**config.mk**
```make
export PLATFORM = sky130hd
export DESIGN_NAME = semblance_window_average
export DESIGN_NICKNAME = d
export VERILOG_FILES = /design/src/sv/swa_pkg.sv /design/src/sv/swa_ctrl.sv /design/src/sv/swa_dp.sv /design/src/sv/semblance_window_average.sv
export SDC_FILE = /design/constraint.sdc
export NUM_CORES = 2
export LEC_CHECK = 0
export ABC_AREA = 0
export BUFFER_PORTS_ARGS = -buffer_cell sky130_fd_sc_hd__buf_2
export CORE_MARGIN = 2
export CORE_UTILIZATION = 49
export DETAILED_ROUTE_END_ITERATION = 10
export PLACE_DENSITY = 0.63
export SLEW_MARGIN = 40
export SYNTH_ARGS = -nofsm -noshare
export SYNTH_HDL_FRONTEND = slang
export SYNTH_HIERARCHICAL = 1
export SYNTH_SLANG_ARGS = --single-unit
```
**constraint.sdc**
```tcl
create_clock -name clk -period 4.2 [get_ports clk]
set_clock_uncertainty 0.05 [all_clocks]
set_input_delay 0 -clock clk [delete_from_list [all_inputs] [get_ports clk]]
set_output_delay 0 -clock clk [all_outputs]
set_load 0.01 [all_outputs]
```
**src/sv/swa_pkg.sv**
```systemverilog
package swa_pkg;

	// Q0.16 fraction bits and width of a semblance value (1.0 included)
	localparam int unsigned SEMB_FRAC = 16;
	localparam int unsigned SEMB_W    = 17;
	localparam logic [SEMB_W-1:0] SEMB_ONE = 17'h10000;

	// controller states
	typedef enum logic [3:0] {
		S_IDLE,
		S_LOAD,
		S_MUL,
		S_RATIO,
		S_DIV,
		S_TOTAL,
		S_AVG_LOAD,
		S_AVG,
		S_DONE
	} swa_state_t;

	// controller -> datapath commands
	typedef struct packed {
		logic accum;
		logic load;
		logic mul_step;
		logic ratio;
		logic div_step;
		logic total;
		logic avg_load;
		logic avg_step;
		logic publish;
	} swa_cmd_t;

	// datapath -> controller status
	typedef struct packed {
		logic win;
		logic out_free;
	} swa_stat_t;

endpackage

```
**src/sv/swa_ctrl.sv**
```systemverilog
module swa_ctrl #(
	parameter int unsigned MUL_STEPS = 24,
	parameter int unsigned AVG_STEPS = 28
) (
	input  logic               clk,
	input  logic               arst_n,
	input  logic               in_valid,
	input  logic               last_trace,
	output logic               in_stall,
	input  swa_pkg::swa_stat_t stat,
	output swa_pkg::swa_cmd_t  cmd
);

	localparam int unsigned MAX_STEPS = (MUL_STEPS > AVG_STEPS) ?
		((MUL_STEPS > swa_pkg::SEMB_FRAC) ? MUL_STEPS : swa_pkg::SEMB_FRAC) :
		((AVG_STEPS > swa_pkg::SEMB_FRAC) ? AVG_STEPS : swa_pkg::SEMB_FRAC);
	localparam int unsigned CNTW = $clog2(MAX_STEPS + 1);

	localparam logic [CNTW-1:0] MUL_LAST = CNTW'(MUL_STEPS - 1);
	localparam logic [CNTW-1:0] DIV_LAST = CNTW'(swa_pkg::SEMB_FRAC - 1);
	localparam logic [CNTW-1:0] AVG_LAST = CNTW'(AVG_STEPS - 1);

	swa_pkg::swa_state_t state_q, state_d;
	logic [CNTW-1:0]     cnt_q, cnt_d;

	// state and step counter
	always_ff @(posedge clk or negedge arst_n) begin
		if (!arst_n) begin
			state_q <= swa_pkg::S_IDLE;
			cnt_q   <= '0;
		end else begin
			state_q <= state_d;
			cnt_q   <= cnt_d;
		end
	end

	// next state and commands
	always_comb begin
		state_d  = state_q;
		cnt_d    = cnt_q;
		cmd      = '0;
		in_stall = 1'b1;
		unique case (state_q)
			swa_pkg::S_IDLE: begin
				in_stall = 1'b0;
				if (in_valid) begin
					cmd.accum = 1'b1;
					if (last_trace)
						state_d = swa_pkg::S_LOAD;
				end
			end
			swa_pkg::S_LOAD: begin
				cmd.load = 1'b1;
				cnt_d    = '0;
				state_d  = swa_pkg::S_MUL;
			end
			swa_pkg::S_MUL: begin
				cmd.mul_step = 1'b1;
				cnt_d        = cnt_q + 1'b1;
				if (cnt_q == MUL_LAST) begin
					cnt_d   = '0;
					state_d = swa_pkg::S_RATIO;
				end
			end
			swa_pkg::S_RATIO: begin
				cmd.ratio = 1'b1;
				state_d   = swa_pkg::S_DIV;
			end
			swa_pkg::S_DIV: begin
				cmd.div_step = 1'b1;
				cnt_d        = cnt_q + 1'b1;
				if (cnt_q == DIV_LAST) begin
					cnt_d   = '0;
					state_d = swa_pkg::S_TOTAL;
				end
			end
			swa_pkg::S_TOTAL: begin
				cmd.total = 1'b1;
				state_d   = stat.win ? swa_pkg::S_AVG_LOAD : swa_pkg::S_DONE;
			end
			swa_pkg::S_AVG_LOAD: begin
				cmd.avg_load = 1'b1;
				state_d      = swa_pkg::S_AVG;
			end
			swa_pkg::S_AVG: begin
				cmd.avg_step = 1'b1;
				cnt_d        = cnt_q + 1'b1;
				if (cnt_q == AVG_LAST) begin
					cnt_d   = '0;
					state_d = swa_pkg::S_DONE;
				end
			end
			swa_pkg::S_DONE: begin
				if (stat.out_free) begin
					cmd.publish = 1'b1;
					state_d     = swa_pkg::S_IDLE;
				end
			end
			default: begin
				state_d = swa_pkg::S_IDLE;
			end
		endcase
	end

endmodule

```
**src/sv/swa_dp.sv**
```systemverilog
module swa_dp #(
	parameter int unsigned MAX_TRACES  = 256,
	parameter int unsigned MAX_SAMPLES = 1024
) (
	input  logic                              clk,
	input  logic                              arst_n,
	input  swa_pkg::swa_cmd_t                 cmd,
	output swa_pkg::swa_stat_t                stat,
	input  logic signed [15:0]                sample,
	input  logic                              last_sample,
	output logic                              out_valid,
	input  logic                              out_stall,
	output logic [swa_pkg::SEMB_W-1:0]        sample_semblance,
	output logic [swa_pkg::SEMB_W-1:0]        window_semblance,
	output logic                              window_done
);

	localparam int unsigned SW  = swa_pkg::SEMB_W;
	localparam int unsigned FW  = swa_pkg::SEMB_FRAC;
	localparam int unsigned TW  = $clog2(MAX_TRACES + 1);
	localparam int unsigned AW  = 17 + $clog2(MAX_TRACES);
	localparam int unsigned MGW = AW - 1;
	localparam int unsigned EW  = 31 + $clog2(MAX_TRACES);
	localparam int unsigned NW  = 2 * MGW;
	localparam int unsigned DNW = TW + EW;
	localparam int unsigned CW  = (NW > DNW) ? NW : DNW;
	localparam int unsigned STW = $clog2(MAX_SAMPLES + 1);
	localparam int unsigned TTW = 17 + STW;

	// per-time-sample accumulators
	logic signed [AW-1:0] amp_sum_q;
	logic [EW-1:0]        energy_q;
	logic [TW-1:0]        trace_tally_q;
	logic                 win_q;

	// serial multipliers for S*S and n*E
	logic [NW-1:0]  mcand_q, num_q;
	logic [MGW-1:0] mplier_q;
	logic [DNW-1:0] dcand_q, den_q;
	logic [TW-1:0]  dplier_q;
	logic           ezero_q;

	// Q16 ratio divider
	logic [CW:0]    rem_q;
	logic [FW-1:0]  quot_q;
	logic           one_q;
	logic [SW-1:0]  semb_q;

	// window total and average divider
	logic [TTW-1:0] total_q;
	logic [STW-1:0] stally_q;
	logic [TTW-1:0] dq_q;
	logic [STW-1:0] arem_q;

	// output register
	logic           out_valid_q;
	logic [SW-1:0]  sample_semblance_q, window_semblance_q;
	logic           window_done_q;

	logic signed [31:0] sq_full;
	logic [30:0]        sq;
	logic signed [AW-1:0] amp_abs;
	logic [MGW-1:0]     mag;
	logic [CW-1:0]      numc, denc;
	logic [CW:0]        div_sh, den_ext;
	logic               div_ge;
	logic [SW-1:0]      semb_val;
	logic [STW:0]       avg_sh, avg_dv;
	logic               avg_ge;
	logic [SW-1:0]      avg_val;

	// square of the input and magnitude of the sum
	always_comb begin
		sq_full = 32'(sample) * 32'(sample);
		sq      = sq_full[30:0];
		amp_abs = (amp_sum_q < 0) ? -amp_sum_q : amp_sum_q;
		mag     = amp_abs[MGW-1:0];
		numc    = CW'(num_q);
		denc    = CW'(den_q);
	end

	// restoring step of the ratio divider
	always_comb begin
		div_sh  = {rem_q[CW-1:0], 1'b0};
		den_ext = (CW + 1)'(den_q);
		div_ge  = (div_sh >= den_ext);
	end

	always_comb begin
		if (ezero_q)
			semb_val = '0;
		else if (one_q)
			semb_val = swa_pkg::SEMB_ONE;
		else
			semb_val = SW'(quot_q);
	end

	// restoring step of the average divider
	always_comb begin
		avg_sh = {arem_q, dq_q[TTW-1]};
		avg_dv = (STW + 1)'(stally_q);
		avg_ge = (avg_sh >= avg_dv);
		avg_val = (stally_q == '0) ? '0 : dq_q[SW-1:0];
	end

	// accumulators and window state
	always_ff @(posedge clk or negedge arst_n) begin
		if (!arst_n) begin
			amp_sum_q     <= '0;
			energy_q      <= '0;
			trace_tally_q <= '0;
			total_q       <= '0;
			stally_q      <= '0;
			win_q         <= 1'b0;
		end else begin
			if (cmd.accum) begin
				win_q <= last_sample;
				if (trace_tally_q < TW'(MAX_TRACES)) begin
					amp_sum_q     <= amp_sum_q + AW'(sample);
					energy_q      <= energy_q + EW'(sq);
					trace_tally_q <= trace_tally_q + 1'b1;
				end
			end
			if (cmd.load) begin
				amp_sum_q     <= '0;
				energy_q      <= '0;
				trace_tally_q <= '0;
			end
			if (cmd.total && (stally_q < STW'(MAX_SAMPLES))) begin
				total_q  <= total_q + TTW'(semb_val);
				stally_q <= stally_q + 1'b1;
			end
			if (cmd.publish && win_q) begin
				total_q  <= '0;
				stally_q <= '0;
			end
		end
	end

	// multiply, divide and average work registers
	always_ff @(posedge clk) begin
		if (cmd.load) begin
			mcand_q  <= NW'(mag);
			mplier_q <= mag;
			num_q    <= '0;
			dcand_q  <= DNW'(energy_q);
			dplier_q <= trace_tally_q;
			den_q    <= '0;
			ezero_q  <= (energy_q == '0);
		end
		if (cmd.mul_step) begin
			if (mplier_q[0])
				num_q <= num_q + mcand_q;
			mcand_q  <= mcand_q << 1;
			mplier_q <= mplier_q >> 1;
			if (dplier_q[0])
				den_q <= den_q + dcand_q;
			dcand_q  <= dcand_q << 1;
			dplier_q <= dplier_q >> 1;
		end
		if (cmd.ratio) begin
			rem_q  <= {1'b0, numc};
			quot_q <= '0;
			one_q  <= (numc >= denc);
		end
		if (cmd.div_step) begin
			rem_q  <= div_ge ? (div_sh - den_ext) : div_sh;
			quot_q <= {quot_q[FW-2:0], div_ge};
		end
		if (cmd.total)
			semb_q <= semb_val;
		if (cmd.avg_load) begin
			dq_q   <= total_q;
			arem_q <= '0;
		end
		if (cmd.avg_step) begin
			arem_q <= avg_ge ? STW'(avg_sh - avg_dv) : avg_sh[STW-1:0];
			dq_q   <= {dq_q[TTW-2:0], avg_ge};
		end
		if (cmd.publish) begin
			sample_semblance_q <= semb_q;
			window_semblance_q <= win_q ? avg_val : '0;
			window_done_q      <= win_q;
		end
	end

	// output word valid
	always_ff @(posedge clk or negedge arst_n) begin
		if (!arst_n)
			out_valid_q <= 1'b0;
		else if (cmd.publish)
			out_valid_q <= 1'b1;
		else if (!out_stall)
			out_valid_q <= 1'b0;
	end

	assign stat.win      = win_q;
	assign stat.out_free = !out_valid_q || !out_stall;

	assign out_valid        = out_valid_q;
	assign sample_semblance = sample_semblance_q;
	assign window_semblance = window_semblance_q;
	assign window_done      = window_done_q;

endmodule

```
**src/sv/semblance_window_average.sv**
```systemverilog
// Channel   Direction  Handshake            Word
// input     in         in_valid / in_stall  sample, last_trace, last_sample
// output    out        out_valid / out_stall sample_semblance, window_semblance, window_done
//
// A word without last_trace is taken as soon as it is offered while the block is idle. A word with last_trace
// then runs the bit-serial S*S / n*E multiplier (MGW = 16 + clog2(MAX_TRACES) multiplier bits)
// and the 16-step ratio divider; a window close also runs the serial average divider
// (TTW = 17 + clog2(MAX_SAMPLES+1) quotient bits). in_stall stays high until the block is idle again.
// Reset clears the trace and window accumulators. A finished word waits in the output register;
// the next semblance waits only if that register is still held by out_stall.
module semblance_window_average #(
	parameter int unsigned MAX_TRACES  = 256,
	parameter int unsigned MAX_SAMPLES = 1024
) (
	input  logic                       clk,
	input  logic                       arst_n,
	input  logic                       in_valid,
	output logic                       in_stall,
	input  logic signed [15:0]         sample,
	input  logic                       last_trace,
	input  logic                       last_sample,
	output logic                       out_valid,
	input  logic                       out_stall,
	output logic [swa_pkg::SEMB_W-1:0] sample_semblance,
	output logic [swa_pkg::SEMB_W-1:0] window_semblance,
	output logic                       window_done
);

	localparam int unsigned MUL_STEPS = 16 + $clog2(MAX_TRACES);
	localparam int unsigned AVG_STEPS = 17 + $clog2(MAX_SAMPLES + 1);

	swa_pkg::swa_cmd_t  cmd;
	swa_pkg::swa_stat_t stat;

	swa_ctrl #(
		.MUL_STEPS (MUL_STEPS),
		.AVG_STEPS (AVG_STEPS)
	) u_ctrl (
		.clk        (clk),
		.arst_n     (arst_n),
		.in_valid   (in_valid),
		.last_trace (last_trace),
		.in_stall   (in_stall),
		.stat       (stat),
		.cmd        (cmd)
	);

	swa_dp #(
		.MAX_TRACES  (MAX_TRACES),
		.MAX_SAMPLES (MAX_SAMPLES)
	) u_dp (
		.clk              (clk),
		.arst_n           (arst_n),
		.cmd              (cmd),
		.stat             (stat),
		.sample           (sample),
		.last_sample      (last_sample),
		.out_valid        (out_valid),
		.out_stall        (out_stall),
		.sample_semblance (sample_semblance),
		.window_semblance (window_semblance),
		.window_done      (window_done)
	);

endmodule

```
Word-level counts from Yosys, hierarchy flattened

Cells that the tools add are included.

Flip-flop bits (word level): 505
Latch bits: 0
Memory bits (writable): 0
Bits in read-only memories: 0
Bits of input ports: 22
Output and inout port bits: 37
Logic and storage cells: 150
Memories: 0

Add/subtract/negate cells: 11
Multipliers: 1
Div/mod/pow operators: 0
Magnitude comparators: 6
Equality and inequality tests: 18
Shift operators: 0
Mux-type cells: 66
Bitwise operators: 1
Reduce and logical (&&, ||, !) cells: 18

Operator list:

| operator                                                              | number |
|---|---|
| 48-bit two-way mux                                                    | 13 |
| 39-bit two-way mux                                                    | 3 |
| 28-bit two-way mux                                                    | 4 |
| 48-bit adder                                                          | 2 |
| 25-bit two-way mux                                                    | 3 |
| 11-bit two-way mux                                                    | 5 |
| 49-bit by 48-bit >= comparator with 1-bit output                      | 1 |
| 48-bit >= comparator                                                  | 1 |
| 48-bit subtractor                                                     | 1 |
| 23-bit two-way mux                                                    | 2 |
| 39-bit by 31-bit adder with 39-bit output                             | 1 |
| 39-bit logical NOT                                                    | 1 |
| 4-bit one-hot mux with 9 select lines                                 | 1 |
| 17-bit two-way mux                                                    | 2 |
| 16-bit two-way mux                                                    | 2 |
| 16-bit by 16-bit multiplier with 31-bit output                        | 1 |
| 28-bit by 17-bit adder with 28-bit output                             | 1 |
| 4-bit two-way mux                                                     | 7 |
| 9-bit two-way mux                                                     | 3 |
| 25-bit by 16-bit adder with 25-bit output                             | 1 |
| 25-bit by 1-bit < comparator with 1-bit output, second input constant | 1 |
| 24-bit two-way mux                                                    | 1 |
| 24-bit negation                                                       | 1 |
| 5-bit one-hot mux with 4 select lines                                 | 1 |
| 29 further kinds                                                      | 62 |

Depth between registers and ports, before layout

Word-level depth: 6
Gate-level depth with buffers: 36
Gate-level depth less buffers: 34

Modules after synthesis

The synthesis kept the hierarchy.

By module, submodules not included:

| module   | times used | cells each | area an instance (µm²) | seq. area each (µm²) |
|---|---|---|---|---|
| swa_dp   | 1          | 4416       | 41407.2                | 13322.8 |
| swa_ctrl | 1          | 73         | 666.9                  | 225.2 |

Worst setup path before layout

OpenSTA, ideal clock, no wires.

Path kind: input port to flip-flop
Start point: input sample[1]
End point: register u_dp.energy_q[38]
Arrival: 7577 ps
Required time: 4018 ps
Slack: -3559 ps
Cell stages on the path: 33
Path buffers: 2
Path through: clkbuf_1 clkbuf_1 nand2_1 fa_1 fa_1 fa_1 inv_1 fa_1 fa_1 inv_1 fa_1 inv_1 ha_1 a21o_1 a21o_1 a21o_1 nand3_1 a21boi_0 a2111o_1 a21oi_1 xnor2_1 ha_1 a21o_1 a21o_1 a21oi_1 o21ai_0 a31oi_1 o211a_1 o21ai_1 a2111oi_2 nor3_1 xnor2_1 nor2_1

Longest elaborated chain between the ends: 5

Ends and longest elaborated chain:

| what                                           | line                           | RTL |
|---|---|---|
| from (decl)                                    | semblance_window_average.sv:19 | `input logic signed [15:0] sample,` |
| 16-bit by 16-bit multiplier with 31-bit output | swa_dp.sv:74                   | `sq_full = 32'(sample) * 32'(sample);` |
| 39-bit by 31-bit adder with 39-bit output      | swa_dp.sv:120                  | `energy_q <= energy_q + EW'(sq);` |
| 39-bit two-way mux                             | swa_dp.sv:118                  | `if (trace_tally_q < TW'(MAX_TRACES)) begin` |
| 39-bit two-way mux                             | swa_dp.sv:116                  | `if (cmd.accum) begin` |
| 39-bit two-way mux                             | swa_dp.sv:124                  | `if (cmd.load) begin` |
| to (signal assigned)                           | swa_dp.sv:120                  |  |
| to (decl)                                      | swa_dp.sv:32                   | `logic [EW-1:0] energy_q;` |

No other way between the ends. The select of a mux whose other input is x is not followed.
A chain may end at the register's enable or synchronous reset.

Worst setup path in the final report

Start point: input sample[15]
End point: register u_dp.energy_q[34]

The elaborated chain is that of the path after synthesis.

==> impl_metrics.yaml <==
placed_design:
  place_area_um2: 46000
  gp_congestion: 0.888
  dp_hpwl_mm: 78.7
  port_buffers: 58
  dpl.cell_count: 5823
synth:
  synth_top_area_share: 0.201
  async_flop_share: 0.244
  ys_ff_latch: 505
  yosys.area.top_type: "edfxtp_1"
  ys_seq_area_frac: 0.322
  synth_area_leaders: "edfxtp_1 (20%), fa_1 (11%), ha_1 (11%)"
  synth_nets: 5115
  postSynthAreaPerCell_um2: 9.37
  synth.distinct_cells: 102
  ys_warn_count: 6
  synth_enable_flop_cells: 282
  ys.flop_type: "edfxtp_1"
  netlist_area_um2: 42100
  synthCells: 4489
setup_path:
  critical_path_required_ps: 4690
  r2r.worst_path.cells: 12
  r2r_end: "u_dp/num_q[46]"
  startpoint_type: "input pin"
  r2r_slack_ps: 370
  worstPathArrival_ps: 7010
  crit_fanout: 7
  critical-path-max-stage-delay_ps: 560
  end_kind: "register"
  cp_slowest_cell: "fa_2"
  critPathKind: "input pin to register"
  r2r-start: "u_dp/mcand_q[2]"
status:
  status: "complete, but fails checks"
  violations: "setup timing"
floorplanning:
  die_h_um: 297
  die_x_um: 297
  num_rows: 107
  die_area_um2: 88200
  core_um2: 85100
  io_pins: 59
  start_util: 0.494
timing:
  final-hold-violation-count: 0
  max_slew.worst_pin.slew_ps: 803
  fin_ws_ps: -2320
  setup_viol: 31
  slew_headroom: 0.462
  timing.final.crit_share: 1.55
  period_needed_ps: 6520
  maxSlewViolCount: 0
  clock.fmax_mhz: 153
  setup_tns_ps: -53920
  rsz0062_at_grt: "yes"
drt:
  vias: 32700
  first_pass_iters: 7
  drc: 0
  via_per_inst: 5.47
  wl_per_cell_um: 17.2
  drtIter0Drc: 1684
  wl_mm: 102
  ant_nets: 0
clocking:
  cts.clk_slew.worst_paths_ps: 60
  clock_latency_ps: 680
  cts_sinks: 505
  numCtsBuffers: 58
  cts_tree: "done"
  clockBufferDepth: 3
  htree_levels: 2
  clockRootBuffer: "clkbuf_16"
final_layout:
  stdcell_count: 5971
  antennaDiodeCount: 0
  mostFrequentLayoutCell: "inv_1"
  most-common-layout-cells: "inv_1 (435), nand2_1 (372), ha_1 (348)"
  layout.nets: 5404
  fin_area_um2: 49100
  areaGrowthSynthToFinish_pct: 16.8
  fin_util: 0.577
  drive_gt1_frac: 0.166
global_routing:
  antenna_found_initial: 0
  grt_pass1_vias: 32400
  grt_max_degree: 94
  grt_overflow: 0
  grt_pass1_wl_mm: 168
  grt_usage: 0.231
min_path:
  hold_start: "sample[15]"
  min-delay-path-class: "input pin to register"
  hold_depth: 5
  min_to: "u_dp/amp_sum_q[17]"
flow_run:
  cap_violations: 0
[how the worst max path moves through the flow]
stage / from / to / slack (ps)
2_1_floorplan: sample[1] / u_dp/energy_q[32] / -2710
3_3_place_gp: sample[1] / u_dp/energy_q[29] / -3120
3_5_place_dp: sample[5] / u_dp/energy_q[36] / -3170
4_1_cts: sample[9] / u_dp/energy_q[36] / -2280
5_1_grt: sample[5] / u_dp/energy_q[32] / -2600
6_report: sample[15] / u_dp/energy_q[34] / -2320
[repair_timing]
action	4_1_cts	5_1_grt
setup endpoints to repair	32	31
pin swaps	118	52
resized for setup	135	59
buffers inserted	25	4
hold buffers	12	0
endpoints found under the hold margin	135	0
[cell usage after synthesis, types with 16 or more instances]
master	instances
nor2b_1	50
mux2i_1	51
a22o_1	52
nand2b_1	47
nand2_1	396
ha_1	371
fa_1	233
and3_1	45
nor4_1	20
o21ai_1	16
inv_1	471
dfxtp_1	100
xor2_1	92
a211oi_1	29
a21oi_1	342
mux2_2	62
o31ai_1	36
xnor2_1	180
dfrtp_1	123
nor3_1	65
a31oi_1	33
edfxtp_1	282
o21ai_0	229
a21o_1	137
or3_1	23
or2_2	20
a31o_2	16
nand3_1	147
nor2_1	242
nand4_1	50
and2_1	120
clkbuf_1	132
o21a_1	26
o21bai_1	31
buf_1	21
[metal layers]
metal / vias up / wire (µm) / part of all wire / GRT usage
met4: 0 / 3020 / 0.029 / 0.0671
met1: 15600 / 48100 / 0.47 / 0.318
met3: 158 / 3710 / 0.036 / 0.0245
met5: - / 0 / 0 / 0
met2: 579 / 47700 / 0.47 / 0.386
li1: 16300 / - / - / -
[worst max-delay path, delay by kind of cell]
kind            cells  cell delay, ps
compound gates      8            1700
xor+xnor            2             330
fa+ha+maj           8            3480
buf+inv             9             780
simple gates        7             700
[logic make-up after synthesis]
family	Yosys count	share of synthesized area
AO/OA/AOI/OAI	1069	0.162
XOR/XNOR	273	0.0572
adder cells (fa/ha/maj)	604	0.221
buffers and inverters	642	0.0591
flip-flops	505	0.322
multiplexers	114	0.0291
AND/OR/NAND/NOR	1282	0.149
[final cells by class]
class                           count  area, µm²
Fill cell                        7565      36000
Clock buffer                       72       1540
Inverter                          473       1780
Sequential cell                   505      13500
Multi-Input combinational cell   3342      27100
Timing Repair Buffer              398       3260
Clock inverter                     37        468
Tap cell                         1144       1430
[registers in the layout, summed over array words and instances (netlist names), 16 cells and up]
name                   count
u_dp/amp_sum_q            25
u_dp/semb_q               17
u_dp/quot_q               16
u_dp/sample_semblance     17
u_dp/num_q                48
u_dp/mcand_q              48
u_dp/den_q                48
u_dp/dq_q                 28
u_dp/dcand_q              48
u_dp/window_semblance     17
u_dp/rem_q                48
u_dp/energy_q             39
u_dp/mplier_q             24
u_dp/total_q              28
[metrics by stage]
stage                     setup slack (ps)  hold slack [ps]
after global routing                 -2600             69.0
final                                -2320             53.1
after global placement               -3120            -80.6
after CTS                            -2280             56.9
after floorplan                      -2710             -346
after detailed placement             -3170            -77.8
Power is not shown: default switching activity piles up to over one toggle a cycle in this logic, so the estimate is an artifact.
